<file path="src/rtl/vbcc_pkg.sv">
package vbcc_pkg;

    localparam int MIN_OFF_MS_DEF = 1000;

    typedef enum logic [1:0] {
        PH_OFF  = 2'd0,
        PH_ON   = 2'd1,
        PH_HOLD = 2'd2
    } t_phase;

    typedef enum logic [1:0] {
        ACT_NONE        = 2'd0,
        ACT_NOT_RUNNING = 2'd1,
        ACT_INIT        = 2'd2,
        ACT_UPDATE      = 2'd3
    } t_action;

    typedef enum logic [1:0] {
        MODE_RUN_OFF    = 2'd0,
        MODE_RUN_ON     = 2'd1,
        MODE_FORCED_OFF = 2'd2,
        MODE_FORCED_ON  = 2'd3
    } t_run_mode;

    typedef enum logic [2:0] {
        REG_RUN_MODE     = 3'd0,
        REG_PIP_ALARM    = 3'd1,
        REG_PEEP_WARN    = 3'd2,
        REG_INHALE_TRIG  = 3'd3,
        REG_OFF_TIME     = 3'd4,
        REG_ON_TIME      = 3'd5,
        REG_PRESS_CUTOFF = 3'd6
    } t_reg_idx;

    localparam int ADDR_W = 5;

    // Status flag bit positions
    localparam int FLAG_PIP      = 0;
    localparam int FLAG_PEEP     = 1;
    localparam int FLAG_9V       = 2;
    localparam int FLAG_12V      = 3;
    localparam int FLAG_TRIG     = 4;
    localparam int FLAG_LOWVOL   = 5;
    localparam int FLAG_LOWPRESS = 6;

    localparam logic [6:0] ALARM_MASK = 7'b110_0001;
    localparam logic [6:0] RED_MASK   = 7'b110_1001;
    localparam logic [6:0] YELLOW_MASK = 7'b000_0110;

    localparam logic [9:0]         V9_LIMIT        = 10'd230;
    localparam logic [9:0]         V12_LIMIT       = 10'd300;
    localparam logic [31:0]        MUTE_MS         = 32'd120000;
    localparam logic [15:0]        LOW_VOL_LIMIT   = 16'd1000;
    localparam logic signed [15:0] LOW_PRESS_LIMIT = 16'sd500;
    localparam logic signed [15:0] PMIN_RESET      = 16'sd9990;
    localparam logic [2:0]         ALARM_COUNT     = 3'd5;
    localparam logic [2:0]         BREATHS_MAX     = 3'd7;

    localparam logic signed [15:0] PIP_ALARM_RST   = 16'sd4000;
    localparam logic signed [15:0] PEEP_WARN_RST   = 16'sd300;
    localparam logic signed [15:0] INHALE_TRIG_RST = -16'sd100;
    localparam logic [15:0]        OFF_TIME_RST    = 16'd3000;
    localparam logic [15:0]        ON_TIME_RST     = 16'd1000;
    localparam logic signed [15:0] PRESS_CUT_RST   = 16'sd3500;

    typedef struct packed {
        t_run_mode          run_mode;
        logic signed [15:0] pip_alarm_limit;
        logic signed [15:0] peep_warn_limit;
        logic signed [15:0] inhale_trigger_press;
        logic [15:0]        off_time_ms;
        logic [15:0]        on_time_ms;
        logic signed [15:0] press_cutoff;
    } t_cfg;

    typedef struct packed {
        logic               kind;
        logic [31:0]        now_ms;
        logic signed [15:0] pressure;
        logic [15:0]        volume;
        logic [9:0]         supply_9v_adc;
        logic [9:0]         supply_12v_adc;
        logic [15:0]        vol_cutoff;
    } t_item;

    typedef struct packed {
        t_phase             phase;
        logic [31:0]        phase_start;
        logic [31:0]        mute_time;
        logic [31:0]        inhale_time;
        logic [6:0]         breath_flags;
        logic [6:0]         shown_flags;
        logic [2:0]         running_breaths;
        logic               was_stopped;
        logic [15:0]        vol_peak;
        logic signed [15:0] press_peak;
        logic signed [15:0] press_min;
        logic [15:0]        last_vol_peak;
        logic signed [15:0] last_press_peak;
        logic signed [15:0] last_press_min;
    } t_state;

    typedef struct packed {
        logic               relay_a;
        logic               relay_b;
        logic               red_led;
        logic               yellow_led;
        logic               buzzer;
        logic [1:0]         phase;
        logic [6:0]         status_flags;
        logic [1:0]         adapt_action;
        logic [15:0]        prev_vol_peak;
        logic signed [15:0] prev_press_peak;
        logic signed [15:0] prev_press_min;
        logic [31:0]        inhale_ms;
    } t_result;

endpackage

</file>
<file path="src/rtl/vbcc_in_if.sv">
interface vbcc_in_if;
    logic               valid;
    logic               ready;
    logic               kind;
    logic [31:0]        now_ms;
    logic signed [15:0] pressure;
    logic [15:0]        volume;
    logic [9:0]         supply_9v_adc;
    logic [9:0]         supply_12v_adc;
    logic [15:0]        vol_cutoff;

    modport source (
        output valid, kind, now_ms, pressure, volume, supply_9v_adc, supply_12v_adc,
               vol_cutoff,
        input  ready
    );

    modport sink (
        input  valid, kind, now_ms, pressure, volume, supply_9v_adc, supply_12v_adc,
               vol_cutoff,
        output ready
    );
endinterface

</file>
<file path="src/rtl/vbcc_out_if.sv">
interface vbcc_out_if;
    logic               valid;
    logic               ready;
    logic               relay_a;
    logic               relay_b;
    logic               red_led;
    logic               yellow_led;
    logic               buzzer;
    logic [1:0]         phase;
    logic [6:0]         status_flags;
    logic [1:0]         adapt_action;
    logic [15:0]        prev_vol_peak;
    logic signed [15:0] prev_press_peak;
    logic signed [15:0] prev_press_min;
    logic [31:0]        inhale_ms;

    modport source (
        output valid, relay_a, relay_b, red_led, yellow_led, buzzer, phase, status_flags,
               adapt_action, prev_vol_peak, prev_press_peak, prev_press_min, inhale_ms,
        input  ready
    );

    modport sink (
        input  valid, relay_a, relay_b, red_led, yellow_led, buzzer, phase, status_flags,
               adapt_action, prev_vol_peak, prev_press_peak, prev_press_min, inhale_ms,
        output ready
    );
endinterface

</file>
<file path="src/rtl/vbcc_regs.sv">
module vbcc_regs (
    input  logic                         i_clk,
    input  logic                         i_rst_n,
    input  logic                         psel,
    input  logic                         penable,
    input  logic                         pwrite,
    input  logic [vbcc_pkg::ADDR_W-1:0]  paddr,
    input  logic [31:0]                  pwdata,
    output logic [31:0]                  prdata,
    output logic                         pready,
    output vbcc_pkg::t_cfg               o_cfg
);

    vbcc_pkg::t_cfg   r_cfg;
    vbcc_pkg::t_reg_idx w_idx;
    logic             w_wr;

    assign pready = 1'b1;
    assign w_idx  = vbcc_pkg::t_reg_idx'(paddr[4:2]);
    assign w_wr   = psel & penable & pwrite;
    assign o_cfg  = r_cfg;

    always_ff @(posedge i_clk) begin
        if (!i_rst_n) begin
            r_cfg.run_mode             <= vbcc_pkg::MODE_RUN_OFF;
            r_cfg.pip_alarm_limit      <= vbcc_pkg::PIP_ALARM_RST;
            r_cfg.peep_warn_limit      <= vbcc_pkg::PEEP_WARN_RST;
            r_cfg.inhale_trigger_press <= vbcc_pkg::INHALE_TRIG_RST;
            r_cfg.off_time_ms          <= vbcc_pkg::OFF_TIME_RST;
            r_cfg.on_time_ms           <= vbcc_pkg::ON_TIME_RST;
            r_cfg.press_cutoff         <= vbcc_pkg::PRESS_CUT_RST;
        end else if (w_wr) begin
            unique case (w_idx)
                vbcc_pkg::REG_RUN_MODE:
                    r_cfg.run_mode <= vbcc_pkg::t_run_mode'(pwdata[1:0]);
                vbcc_pkg::REG_PIP_ALARM:    r_cfg.pip_alarm_limit      <= pwdata[15:0];
                vbcc_pkg::REG_PEEP_WARN:    r_cfg.peep_warn_limit      <= pwdata[15:0];
                vbcc_pkg::REG_INHALE_TRIG:  r_cfg.inhale_trigger_press <= pwdata[15:0];
                vbcc_pkg::REG_OFF_TIME:     r_cfg.off_time_ms          <= pwdata[15:0];
                vbcc_pkg::REG_ON_TIME:      r_cfg.on_time_ms           <= pwdata[15:0];
                vbcc_pkg::REG_PRESS_CUTOFF: r_cfg.press_cutoff         <= pwdata[15:0];
                default: ;
            endcase
        end
    end

    always_comb begin
        unique case (w_idx)
            vbcc_pkg::REG_RUN_MODE:     prdata = {30'd0, r_cfg.run_mode};
            vbcc_pkg::REG_PIP_ALARM:    prdata = {16'd0, r_cfg.pip_alarm_limit};
            vbcc_pkg::REG_PEEP_WARN:    prdata = {16'd0, r_cfg.peep_warn_limit};
            vbcc_pkg::REG_INHALE_TRIG:  prdata = {16'd0, r_cfg.inhale_trigger_press};
            vbcc_pkg::REG_OFF_TIME:     prdata = {16'd0, r_cfg.off_time_ms};
            vbcc_pkg::REG_ON_TIME:      prdata = {16'd0, r_cfg.on_time_ms};
            vbcc_pkg::REG_PRESS_CUTOFF: prdata = {16'd0, r_cfg.press_cutoff};
            default:                    prdata = 32'd0;
        endcase
    end

endmodule

</file>
<file path="src/rtl/vbcc_step.sv">
module vbcc_step #(
    parameter int MIN_OFF_MS = vbcc_pkg::MIN_OFF_MS_DEF
) (
    input  vbcc_pkg::t_cfg    i_cfg,
    input  vbcc_pkg::t_state  i_state,
    input  vbcc_pkg::t_item   i_item,
    output vbcc_pkg::t_state  o_state,
    output vbcc_pkg::t_result o_result
);

    localparam logic [31:0] MinOff = 32'(MIN_OFF_MS);

    logic               run_on;
    logic               armed;
    logic [6:0]         f;
    logic [31:0]        elapsed;
    vbcc_pkg::t_phase   nxt;
    vbcc_pkg::t_action  action;
    vbcc_pkg::t_state   s;
    logic [15:0]        vp;
    logic signed [15:0] pp;
    logic signed [15:0] pm;
    logic               ra;
    logic               rb;

    assign run_on  = (i_cfg.run_mode == vbcc_pkg::MODE_RUN_ON);
    assign armed   = (i_state.running_breaths > vbcc_pkg::ALARM_COUNT);
    assign elapsed = i_item.now_ms - i_state.phase_start;
    assign vp = (i_item.volume > i_state.vol_peak) ? i_item.volume : i_state.vol_peak;
    assign pp = (i_item.pressure > i_state.press_peak) ? i_item.pressure : i_state.press_peak;
    assign pm = (i_item.pressure < i_state.press_min) ? i_item.pressure : i_state.press_min;

    // Sample flags and phase decision
    always_comb begin
        f   = 7'd0;
        nxt = i_state.phase;
        f[vbcc_pkg::FLAG_PIP]  = run_on && armed && (i_item.pressure > i_cfg.pip_alarm_limit);
        f[vbcc_pkg::FLAG_PEEP] = run_on && armed && (i_item.pressure < i_cfg.peep_warn_limit);
        f[vbcc_pkg::FLAG_9V]   = armed && (i_item.supply_9v_adc < vbcc_pkg::V9_LIMIT);
        f[vbcc_pkg::FLAG_12V]  = armed && (i_item.supply_12v_adc < vbcc_pkg::V12_LIMIT);
        unique case (i_state.phase)
            vbcc_pkg::PH_OFF: begin
                if (run_on && (i_item.pressure < i_cfg.inhale_trigger_press)
                        && (elapsed > MinOff)) begin
                    nxt = vbcc_pkg::PH_ON;
                    f[vbcc_pkg::FLAG_TRIG] = 1'b1;
                end else if (elapsed > {16'd0, i_cfg.off_time_ms}) begin
                    nxt = vbcc_pkg::PH_ON;
                end
            end
            vbcc_pkg::PH_ON: begin
                if (run_on && ((i_item.pressure > i_cfg.press_cutoff)
                        || (i_item.volume > i_item.vol_cutoff))) begin
                    nxt = vbcc_pkg::PH_HOLD;
                end
                if (elapsed > {16'd0, i_cfg.on_time_ms}) begin
                    nxt = vbcc_pkg::PH_OFF;
                end
            end
            default: begin
                if (elapsed > {16'd0, i_cfg.on_time_ms}) begin
                    nxt = vbcc_pkg::PH_OFF;
                end
            end
        endcase
    end

    // State update
    always_comb begin
        s      = i_state;
        action = vbcc_pkg::ACT_NONE;
        if (i_item.kind) begin
            s.mute_time = i_item.now_ms;
        end else begin
            s.vol_peak     = vp;
            s.press_peak   = pp;
            s.press_min    = pm;
            s.breath_flags = i_state.breath_flags | f;
            s.shown_flags  = i_state.shown_flags | f;
            if (nxt != i_state.phase) begin
                unique case (nxt)
                    vbcc_pkg::PH_ON: begin
                        if (run_on) begin
                            if ((vp < vbcc_pkg::LOW_VOL_LIMIT) && armed) begin
                                s.breath_flags[vbcc_pkg::FLAG_LOWVOL] = 1'b1;
                            end
                            if ((pp < vbcc_pkg::LOW_PRESS_LIMIT) && armed) begin
                                s.breath_flags[vbcc_pkg::FLAG_LOWPRESS] = 1'b1;
                            end
                            action = i_state.was_stopped ? vbcc_pkg::ACT_INIT
                                                         : vbcc_pkg::ACT_UPDATE;
                            s.was_stopped = 1'b0;
                            if (i_state.running_breaths < vbcc_pkg::BREATHS_MAX) begin
                                s.running_breaths = i_state.running_breaths + 3'd1;
                            end
                        end else begin
                            action            = vbcc_pkg::ACT_NOT_RUNNING;
                            s.was_stopped     = 1'b1;
                            s.running_breaths = 3'd0;
                        end
                        s.last_vol_peak   = vp;
                        s.vol_peak        = 16'd0;
                        s.last_press_peak = pp;
                        s.press_peak      = 16'sd0;
                        s.last_press_min  = pm;
                        s.press_min       = vbcc_pkg::PMIN_RESET;
                        s.shown_flags     = s.breath_flags;
                        s.breath_flags    = 7'd0;
                        s.phase_start     = i_item.now_ms;
                    end
                    vbcc_pkg::PH_OFF: begin
                        if (i_state.phase == vbcc_pkg::PH_ON) begin
                            s.inhale_time = elapsed;
                        end
                        s.phase_start = i_item.now_ms;
                    end
                    default: begin
                        s.inhale_time = elapsed;
                    end
                endcase
                s.phase = nxt;
            end
        end
    end

    // Relay drive by run mode and phase
    always_comb begin
        unique case (i_cfg.run_mode)
            vbcc_pkg::MODE_RUN_OFF, vbcc_pkg::MODE_FORCED_OFF: begin
                ra = 1'b0;
                rb = 1'b1;
            end
            vbcc_pkg::MODE_FORCED_ON: begin
                ra = 1'b1;
                rb = 1'b1;
            end
            default: begin
                unique case (s.phase)
                    vbcc_pkg::PH_ON: begin
                        ra = 1'b1;
                        rb = 1'b0;
                    end
                    vbcc_pkg::PH_OFF: begin
                        ra = 1'b0;
                        rb = 1'b1;
                    end
                    default: begin
                        ra = 1'b0;
                        rb = 1'b0;
                    end
                endcase
            end
        endcase
    end

    assign o_state = s;

    always_comb begin
        o_result.relay_a      = ra;
        o_result.relay_b      = rb;
        o_result.red_led      = |(s.shown_flags & vbcc_pkg::RED_MASK);
        o_result.yellow_led   = |(s.shown_flags & vbcc_pkg::YELLOW_MASK);
        o_result.buzzer       = (|(s.shown_flags & vbcc_pkg::ALARM_MASK))
                                && ((i_item.now_ms - s.mute_time) > vbcc_pkg::MUTE_MS);
        o_result.phase        = s.phase;
        o_result.status_flags = s.shown_flags;
        o_result.adapt_action = action;
        o_result.prev_vol_peak   = s.last_vol_peak;
        o_result.prev_press_peak = s.last_press_peak;
        o_result.prev_press_min  = s.last_press_min;
        o_result.inhale_ms       = s.inhale_time;
    end

endmodule

</file>
<file path="src/rtl/ventilator_breath_cycle_controller.sv">
// Throughput: one item per cycle while the skid register is empty; the breath state is
// updated at the input transfer edge, and its result is registered for o_out.
// A skid register behind the result register lets one more item in while o_out stalls.
// Reset (i_rst_n low, synchronous) restores configuration defaults and breath state,
// and empties both result registers.
module ventilator_breath_cycle_controller #(
    parameter int MIN_OFF_MS = vbcc_pkg::MIN_OFF_MS_DEF
) (
    input  logic                         i_clk,
    input  logic                         i_rst_n,
    vbcc_in_if.sink                      i_in,
    vbcc_out_if.source                   o_out,
    input  logic                         psel,
    input  logic                         penable,
    input  logic                         pwrite,
    input  logic [vbcc_pkg::ADDR_W-1:0]  paddr,
    input  logic [31:0]                  pwdata,
    output logic [31:0]                  prdata,
    output logic                         pready
);

    vbcc_pkg::t_cfg    cfg;
    vbcc_pkg::t_item   item;
    vbcc_pkg::t_state  r_state;
    vbcc_pkg::t_state  n_state;
    vbcc_pkg::t_result n_result;
    vbcc_pkg::t_result r_out;
    vbcc_pkg::t_result r_skid;
    logic              r_out_valid;
    logic              r_skid_valid;
    logic              in_fire;
    logic              out_fire;

    vbcc_regs u_regs (
        .i_clk   (i_clk),
        .i_rst_n (i_rst_n),
        .psel    (psel),
        .penable (penable),
        .pwrite  (pwrite),
        .paddr   (paddr),
        .pwdata  (pwdata),
        .prdata  (prdata),
        .pready  (pready),
        .o_cfg   (cfg)
    );

    assign item.kind           = i_in.kind;
    assign item.now_ms         = i_in.now_ms;
    assign item.pressure       = i_in.pressure;
    assign item.volume         = i_in.volume;
    assign item.supply_9v_adc  = i_in.supply_9v_adc;
    assign item.supply_12v_adc = i_in.supply_12v_adc;
    assign item.vol_cutoff     = i_in.vol_cutoff;

    vbcc_step #(
        .MIN_OFF_MS (MIN_OFF_MS)
    ) u_step (
        .i_cfg    (cfg),
        .i_state  (r_state),
        .i_item   (item),
        .o_state  (n_state),
        .o_result (n_result)
    );

    assign i_in.ready = !r_skid_valid;
    assign in_fire    = i_in.valid & !r_skid_valid;
    assign out_fire   = r_out_valid & o_out.ready;

    always_ff @(posedge i_clk) begin
        if (!i_rst_n) begin
            r_state.phase           <= vbcc_pkg::PH_OFF;
            r_state.phase_start     <= 32'd0;
            r_state.mute_time       <= 32'd0;
            r_state.inhale_time     <= 32'd0;
            r_state.breath_flags    <= 7'd0;
            r_state.shown_flags     <= 7'd0;
            r_state.running_breaths <= 3'd0;
            r_state.was_stopped     <= 1'b1;
            r_state.vol_peak        <= 16'd0;
            r_state.press_peak      <= 16'sd0;
            r_state.press_min       <= vbcc_pkg::PMIN_RESET;
            r_state.last_vol_peak   <= 16'd0;
            r_state.last_press_peak <= 16'sd0;
            r_state.last_press_min  <= vbcc_pkg::PMIN_RESET;
        end else if (in_fire) begin
            r_state <= n_state;
        end
    end

    // Result register with skid stage; ready only drops once the skid holds a result
    always_ff @(posedge i_clk) begin
        if (!i_rst_n) begin
            r_out_valid  <= 1'b0;
            r_skid_valid <= 1'b0;
        end else if (!r_out_valid || out_fire) begin
            if (r_skid_valid) begin
                r_out_valid  <= 1'b1;
                r_skid_valid <= 1'b0;
            end else begin
                r_out_valid <= in_fire;
            end
        end else if (in_fire) begin
            r_skid_valid <= 1'b1;
        end
    end

    always_ff @(posedge i_clk) begin
        if (!r_out_valid || out_fire) begin
            r_out <= r_skid_valid ? r_skid : n_result;
        end else if (in_fire) begin
            r_skid <= n_result;
        end
    end

    assign o_out.valid           = r_out_valid;
    assign o_out.relay_a         = r_out.relay_a;
    assign o_out.relay_b         = r_out.relay_b;
    assign o_out.red_led         = r_out.red_led;
    assign o_out.yellow_led      = r_out.yellow_led;
    assign o_out.buzzer          = r_out.buzzer;
    assign o_out.phase           = r_out.phase;
    assign o_out.status_flags    = r_out.status_flags;
    assign o_out.adapt_action    = r_out.adapt_action;
    assign o_out.prev_vol_peak   = r_out.prev_vol_peak;
    assign o_out.prev_press_peak = r_out.prev_press_peak;
    assign o_out.prev_press_min  = r_out.prev_press_min;
    assign o_out.inhale_ms       = r_out.inhale_ms;

`ifndef ASSERT_OFF
    a_skid_behind_out: assert property (@(posedge i_clk) disable iff (!i_rst_n)
        r_skid_valid |-> r_out_valid)
        else $error("skid holds a result while the result register is empty");

    a_no_lost_item: assert property (@(posedge i_clk) disable iff (!i_rst_n)
        in_fire |=> r_out_valid)
        else $error("accepted item produced no result");

    a_mute_keeps_phase: assert property (@(posedge i_clk) disable iff (!i_rst_n)
        in_fire && i_in.kind |=> r_state.phase == $past(r_state.phase))
        else $error("mute request moved the breath phase");

    a_action_starts_breath: assert property (@(posedge i_clk) disable iff (!i_rst_n)
        in_fire && n_result.adapt_action != vbcc_pkg::ACT_NONE
            |=> r_state.phase == vbcc_pkg::PH_ON && r_state.breath_flags == 7'd0)
        else $error("adapt action without a breath start");

    a_buzzer_needs_alarm: assert property (@(posedge i_clk) disable iff (!i_rst_n)
        o_out.valid && o_out.buzzer |-> (o_out.status_flags & vbcc_pkg::ALARM_MASK) != 7'd0)
        else $error("buzzer on without an alarm flag");
`endif

endmodule
</file>
<file path="src/flat_wrapper.sv">
// flat-port wrapper written by rule: the top's interface ports become plain ports
module ventilator_breath_cycle_controller_flat 
#(
    parameter int MIN_OFF_MS = vbcc_pkg::MIN_OFF_MS_DEF
)
  (i_clk, i_rst_n, psel, penable, pwrite, paddr, pwdata, prdata, pready, i_in_valid, i_in_kind, i_in_now_ms, i_in_pressure, i_in_volume, i_in_supply_9v_adc, i_in_supply_12v_adc, i_in_vol_cutoff, i_in_ready, o_out_valid, o_out_relay_a, o_out_relay_b, o_out_red_led, o_out_yellow_led, o_out_buzzer, o_out_phase, o_out_status_flags, o_out_adapt_action, o_out_prev_vol_peak, o_out_prev_press_peak, o_out_prev_press_min, o_out_inhale_ms, o_out_ready);
  vbcc_in_if i_in_i ();
  vbcc_out_if o_out_i ();
  input  logic i_clk;
  input  logic i_rst_n;
  input  logic psel;
  input  logic penable;
  input  logic pwrite;
  input  logic [vbcc_pkg::ADDR_W-1:0] paddr;
  input  logic [31:0] pwdata;
  output logic [31:0] prdata;
  output logic pready;
  input wire logic [$bits(i_in_i.valid)-1:0] i_in_valid;
  input wire logic [$bits(i_in_i.kind)-1:0] i_in_kind;
  input wire logic [$bits(i_in_i.now_ms)-1:0] i_in_now_ms;
  input wire logic [$bits(i_in_i.pressure)-1:0] i_in_pressure;
  input wire logic [$bits(i_in_i.volume)-1:0] i_in_volume;
  input wire logic [$bits(i_in_i.supply_9v_adc)-1:0] i_in_supply_9v_adc;
  input wire logic [$bits(i_in_i.supply_12v_adc)-1:0] i_in_supply_12v_adc;
  input wire logic [$bits(i_in_i.vol_cutoff)-1:0] i_in_vol_cutoff;
  output wire logic [$bits(i_in_i.ready)-1:0] i_in_ready;
  output wire logic [$bits(o_out_i.valid)-1:0] o_out_valid;
  output wire logic [$bits(o_out_i.relay_a)-1:0] o_out_relay_a;
  output wire logic [$bits(o_out_i.relay_b)-1:0] o_out_relay_b;
  output wire logic [$bits(o_out_i.red_led)-1:0] o_out_red_led;
  output wire logic [$bits(o_out_i.yellow_led)-1:0] o_out_yellow_led;
  output wire logic [$bits(o_out_i.buzzer)-1:0] o_out_buzzer;
  output wire logic [$bits(o_out_i.phase)-1:0] o_out_phase;
  output wire logic [$bits(o_out_i.status_flags)-1:0] o_out_status_flags;
  output wire logic [$bits(o_out_i.adapt_action)-1:0] o_out_adapt_action;
  output wire logic [$bits(o_out_i.prev_vol_peak)-1:0] o_out_prev_vol_peak;
  output wire logic [$bits(o_out_i.prev_press_peak)-1:0] o_out_prev_press_peak;
  output wire logic [$bits(o_out_i.prev_press_min)-1:0] o_out_prev_press_min;
  output wire logic [$bits(o_out_i.inhale_ms)-1:0] o_out_inhale_ms;
  input wire logic [$bits(o_out_i.ready)-1:0] o_out_ready;
  assign i_in_i.valid = i_in_valid;
  assign i_in_i.kind = i_in_kind;
  assign i_in_i.now_ms = i_in_now_ms;
  assign i_in_i.pressure = i_in_pressure;
  assign i_in_i.volume = i_in_volume;
  assign i_in_i.supply_9v_adc = i_in_supply_9v_adc;
  assign i_in_i.supply_12v_adc = i_in_supply_12v_adc;
  assign i_in_i.vol_cutoff = i_in_vol_cutoff;
  assign i_in_ready = i_in_i.ready;
  assign o_out_valid = o_out_i.valid;
  assign o_out_relay_a = o_out_i.relay_a;
  assign o_out_relay_b = o_out_i.relay_b;
  assign o_out_red_led = o_out_i.red_led;
  assign o_out_yellow_led = o_out_i.yellow_led;
  assign o_out_buzzer = o_out_i.buzzer;
  assign o_out_phase = o_out_i.phase;
  assign o_out_status_flags = o_out_i.status_flags;
  assign o_out_adapt_action = o_out_i.adapt_action;
  assign o_out_prev_vol_peak = o_out_i.prev_vol_peak;
  assign o_out_prev_press_peak = o_out_i.prev_press_peak;
  assign o_out_prev_press_min = o_out_i.prev_press_min;
  assign o_out_inhale_ms = o_out_i.inhale_ms;
  assign o_out_i.ready = o_out_ready;
  ventilator_breath_cycle_controller #(.MIN_OFF_MS(MIN_OFF_MS)) u_core (.i_clk(i_clk), .i_rst_n(i_rst_n), .i_in(i_in_i), .o_out(o_out_i), .psel(psel), .penable(penable), .pwrite(pwrite), .paddr(paddr), .pwdata(pwdata), .prdata(prdata), .pready(pready));
endmodule
</file>
<file path="config.mk">
export PLATFORM = sky130hd
export DESIGN_NAME = ventilator_breath_cycle_controller_flat
export DESIGN_NICKNAME = d
export VERILOG_FILES = /design/src/rtl/vbcc_pkg.sv /design/src/rtl/vbcc_in_if.sv /design/src/rtl/vbcc_out_if.sv /design/src/rtl/vbcc_regs.sv /design/src/rtl/vbcc_step.sv /design/src/rtl/ventilator_breath_cycle_controller.sv /design/src/flat_wrapper.sv
export SDC_FILE = /design/constraint.sdc
export NUM_CORES = 1
export LEC_CHECK = 0
export BUFFER_PORTS_ARGS = -buffer_cell sky130_fd_sc_hd__buf_2
export CAP_MARGIN = 20
export CORE_MARGIN = 5
export CORE_UTILIZATION = 35
export CTS_CLUSTER_DIAMETER = 150
export DETAILED_ROUTE_END_ITERATION = 10
export PLACE_DENSITY = 0.52
export SLEW_MARGIN = 20
export SYNTH_ARGS = -nofsm -noshare
export SYNTH_HDL_FRONTEND = slang
export SYNTH_HIERARCHICAL = 1
export SYNTH_SLANG_ARGS = --single-unit
</file>
<file path="constraint.sdc">
create_clock -name i_clk -period 10.1 [get_ports i_clk]
set_input_delay 3.03 -clock i_clk [delete_from_list [all_inputs] [get_ports i_clk]]
set_output_delay 3.03 -clock i_clk [all_outputs]
set_load 0.02 [all_outputs]
</file>
==> reports/metrics.yaml <==
cts-resized-gates: 0
place_area_sq_um: 33360
wire_per_inst_um: 18.97
first_iter_violations: 1564
power_uw: 5644
worst_pin_slew_ps: 1132
synth-edff-count: 192
die_x_um: 312.9
worst-path-buf-inv: 2
yosysTopAreaCell: "dfxtp_1"
clock-sinks: 504
grt_use_total_pct: 17.69
crit_path_start_kind: "input port"
arrival_ps: 5170
cp_max_fo: 31
drc: 0
place_congestion: 0.8498
yosys.area_share.simple_pct: 13.03
yosysTopAreaCellShare_pct: 19.45
total_leakage_power_uw: 0.01536
preCtsSetupSlack_ps: 1376
h-tree-depth: 2
cts_made_buffers: 61
fp-row-count: 111
status: "complete, no violations"
fin_area_sq_um: 35450
fillers: 9177
fin_skew_ps: 26.93
crit_path_frequent_cell: "buf_2"
yosys.area_share.adder_pct: 8.648
start_util_pct: 35.15
grt_pass1_vias: 23302
timing.fmax_mhz: 121.9
critPathCaptureType: "primary output"
viasPerCell: 5.173
ys_seq_area_share_pct: 37.39
holdWs_ps: 454.2
relSlewSlack_pct: 24.56
grt_max_degree: 176
synth_mux_area_share_pct: 17.52
syn_avg_cell_area_sq_um: 9.294
path_clk_slew_ps: 60
slew_viol_final: 0
period_needed_ps: 8203
cts-hold-fix-buffers: 0
grt_pass1_wl_um: 139600
critPathRequiredTime_ps: 7070
path_cells: "buf_2 -> nor2b_1 -> a22oi_1 -> o211ai_1 -> buf_2"
io-pin-count: 276
ant_nets: 0
synth_top_family_by_area: "multiplexers"
synthDistinctLibCells: 95
setup_ws_ps: 1897
netlist_instances: 3456
drive_gt1_share_pct: 16.18
rrSetupSlack_ps: 4230
via_count: 24556
synthFlopType: "dfxtp_1"
insertion_delay_ps: 640
die_area_sq_um: 97930
cts-root-buf: "clkbuf_16"
cts_tree: "built"
cp_top_family: "buffers and inverters"
io_buffers: 237
synthToLayoutAreaGrowth_pct: 10.38
clk_path_buf_depth: 3
drv_cap: 0
core_sq_um: 91390
post_synth_main_area_contributors: "dfxtp_1 19%, edfxtp_1 18%, mux2i_1 12%"
die_h_um: 312.9
p_per_area_nw_per_um2: 159.2
hold_path_class: "register to register"
post-cts-setup-buffers: 0
first_pass_iters: 8
grt_antenna_before_repair: 1
tns_ps: 0
synthArstFlopShare_pct: 0
n_antenna_cell: 0
slowest_stage: "nor2b_1"
ys_warn_count: 6
dp_hpwl_um: 64050
syn_area_sq_um: 32120
ys_ff_latch: 504
fin_crit_sh_pct: 81.22
grt-ovfl-total: 0
finalSetupViolations: 0
hold_violations: 0
synth_compound_area_share_pct: 13.20
nets: 3873
path_class: "input port to primary output"
wirelength_um: 90040
rsz0062_at_grt: "no"
critPathMaxStageDelay_ps: 700
synth_xor_area_share_pct: 1.223
irDropWorstVdd_uv: 122.0
## stage by stage
stage	utilization [%]	std cells
finish	38.80	4747
global route	38.80	4747
CTS	38.80	4747
detailed placement	36.51	4631
global placement	36.51	4631
floorplan	-	3471
## cells in the mapped netlist, drive strengths merged (63+ instances only)
| master | count |
|---|---|
| edfxtp | 192 |
| mux2 | 165 |
| dfxtp | 312 |
| mux2i | 372 |
| nand2 | 564 |
| a21oi | 170 |
| nor2 | 125 |
| o211ai | 63 |
| ha | 218 |
| inv | 293 |
| buf | 209 |
| clkbuf | 77 |
| o21ai | 132 |
## cell usage in the layout (no fill, tap or decap), types with 19 or more instances in the layout
master	count
nand2_1	563
mux2i_1	372
dfxtp_1	311
inv_1	293
buf_2	236
ha_1	218
edfxtp_1	192
a21oi_1	167
mux2_2	165
nor2_1	124
o21ai_0	122
clkbuf_16	63
o211ai_1	53
a22o_1	47
nor2b_1	45
a21o_1	39
nand4_1	35
nand3_1	34
nor3_1	31
xnor2_1	30
nand2b_1	22
buf_4	19
## worst paths after layout
path                            start              endpoint  cells past startpoint
hold / removal    u_core/r_state[125]   u_core/r_state[125]                      2
setup reg to reg  u_core/r_state[178]  u_core/o_out.red_led                     19
setup / recovery             paddr[2]            prdata[13]                      5
hold reg to reg   u_core/r_state[125]   u_core/r_state[125]                      2
## registers in the layout (all words and copies together), names as in the netlist, 2 cells and up
signal and count:
u_core/o_out.status_flags 7, u_core/o_out.phase 2, u_core/o_out.inhale_ms 32, u_core/o_out.prev_press_peak 16, u_core/r_skid 96, u_core/o_out.prev_vol_peak 16
u_core/o_out.adapt_action 2, u_core/u_regs/o_cfg 98, u_core/r_state 212, u_core/o_out.prev_press_min 16
## worst min-delay path, stage by stage, from the launching register on
cell	delay (ps)
dfxtp_1	310
nand2_1	50
mux2i_1	50
## kinds of logic (layout without fill, tap and decap cells)
kind of cell	after synthesis	count (layout)
buffers and inverters	579	669
muxes	539	539
other	2	17
and+or+nand+nor	937	937
AOI/OAI and AO/OA	630	630
DFF	504	504
adders and majority gates	221	221
xor gates and xnor gates	44	44
## area by class of cell
class	instances	area [sq um]	area share, %
Tap cell	1186	1484	4.185
Multi-Input combinational cell	2388	17350	48.93
Sequential cell	504	12020	33.89
Clock inverter	43	445.4	1.256
Clock buffer	73	1644	4.637
Timing Repair Buffer	260	1419	4.002
Inverter	293	1100	3.102
## power breakdown
| part | switching (uW) | total (uW) | internal [uW] |
|---|---|---|---|
| registers | 46.2 | 2270 | 2220 |
| clock network | 929 | 2290 | 1360 |
| logic | 680 | 1080 | 404 |
| total | 1660 | 5640 | 3990 |
## layer usage
metal	GRT usage [%]	wire (um)	up-vias
li1	-	-	12213
met1	24.54	42550	11747
met2	29.60	41920	492
met3	2.360	3736	104
met4	3.891	1831	0
met5	0	0	-
Power figures use the tool's default switching activity.
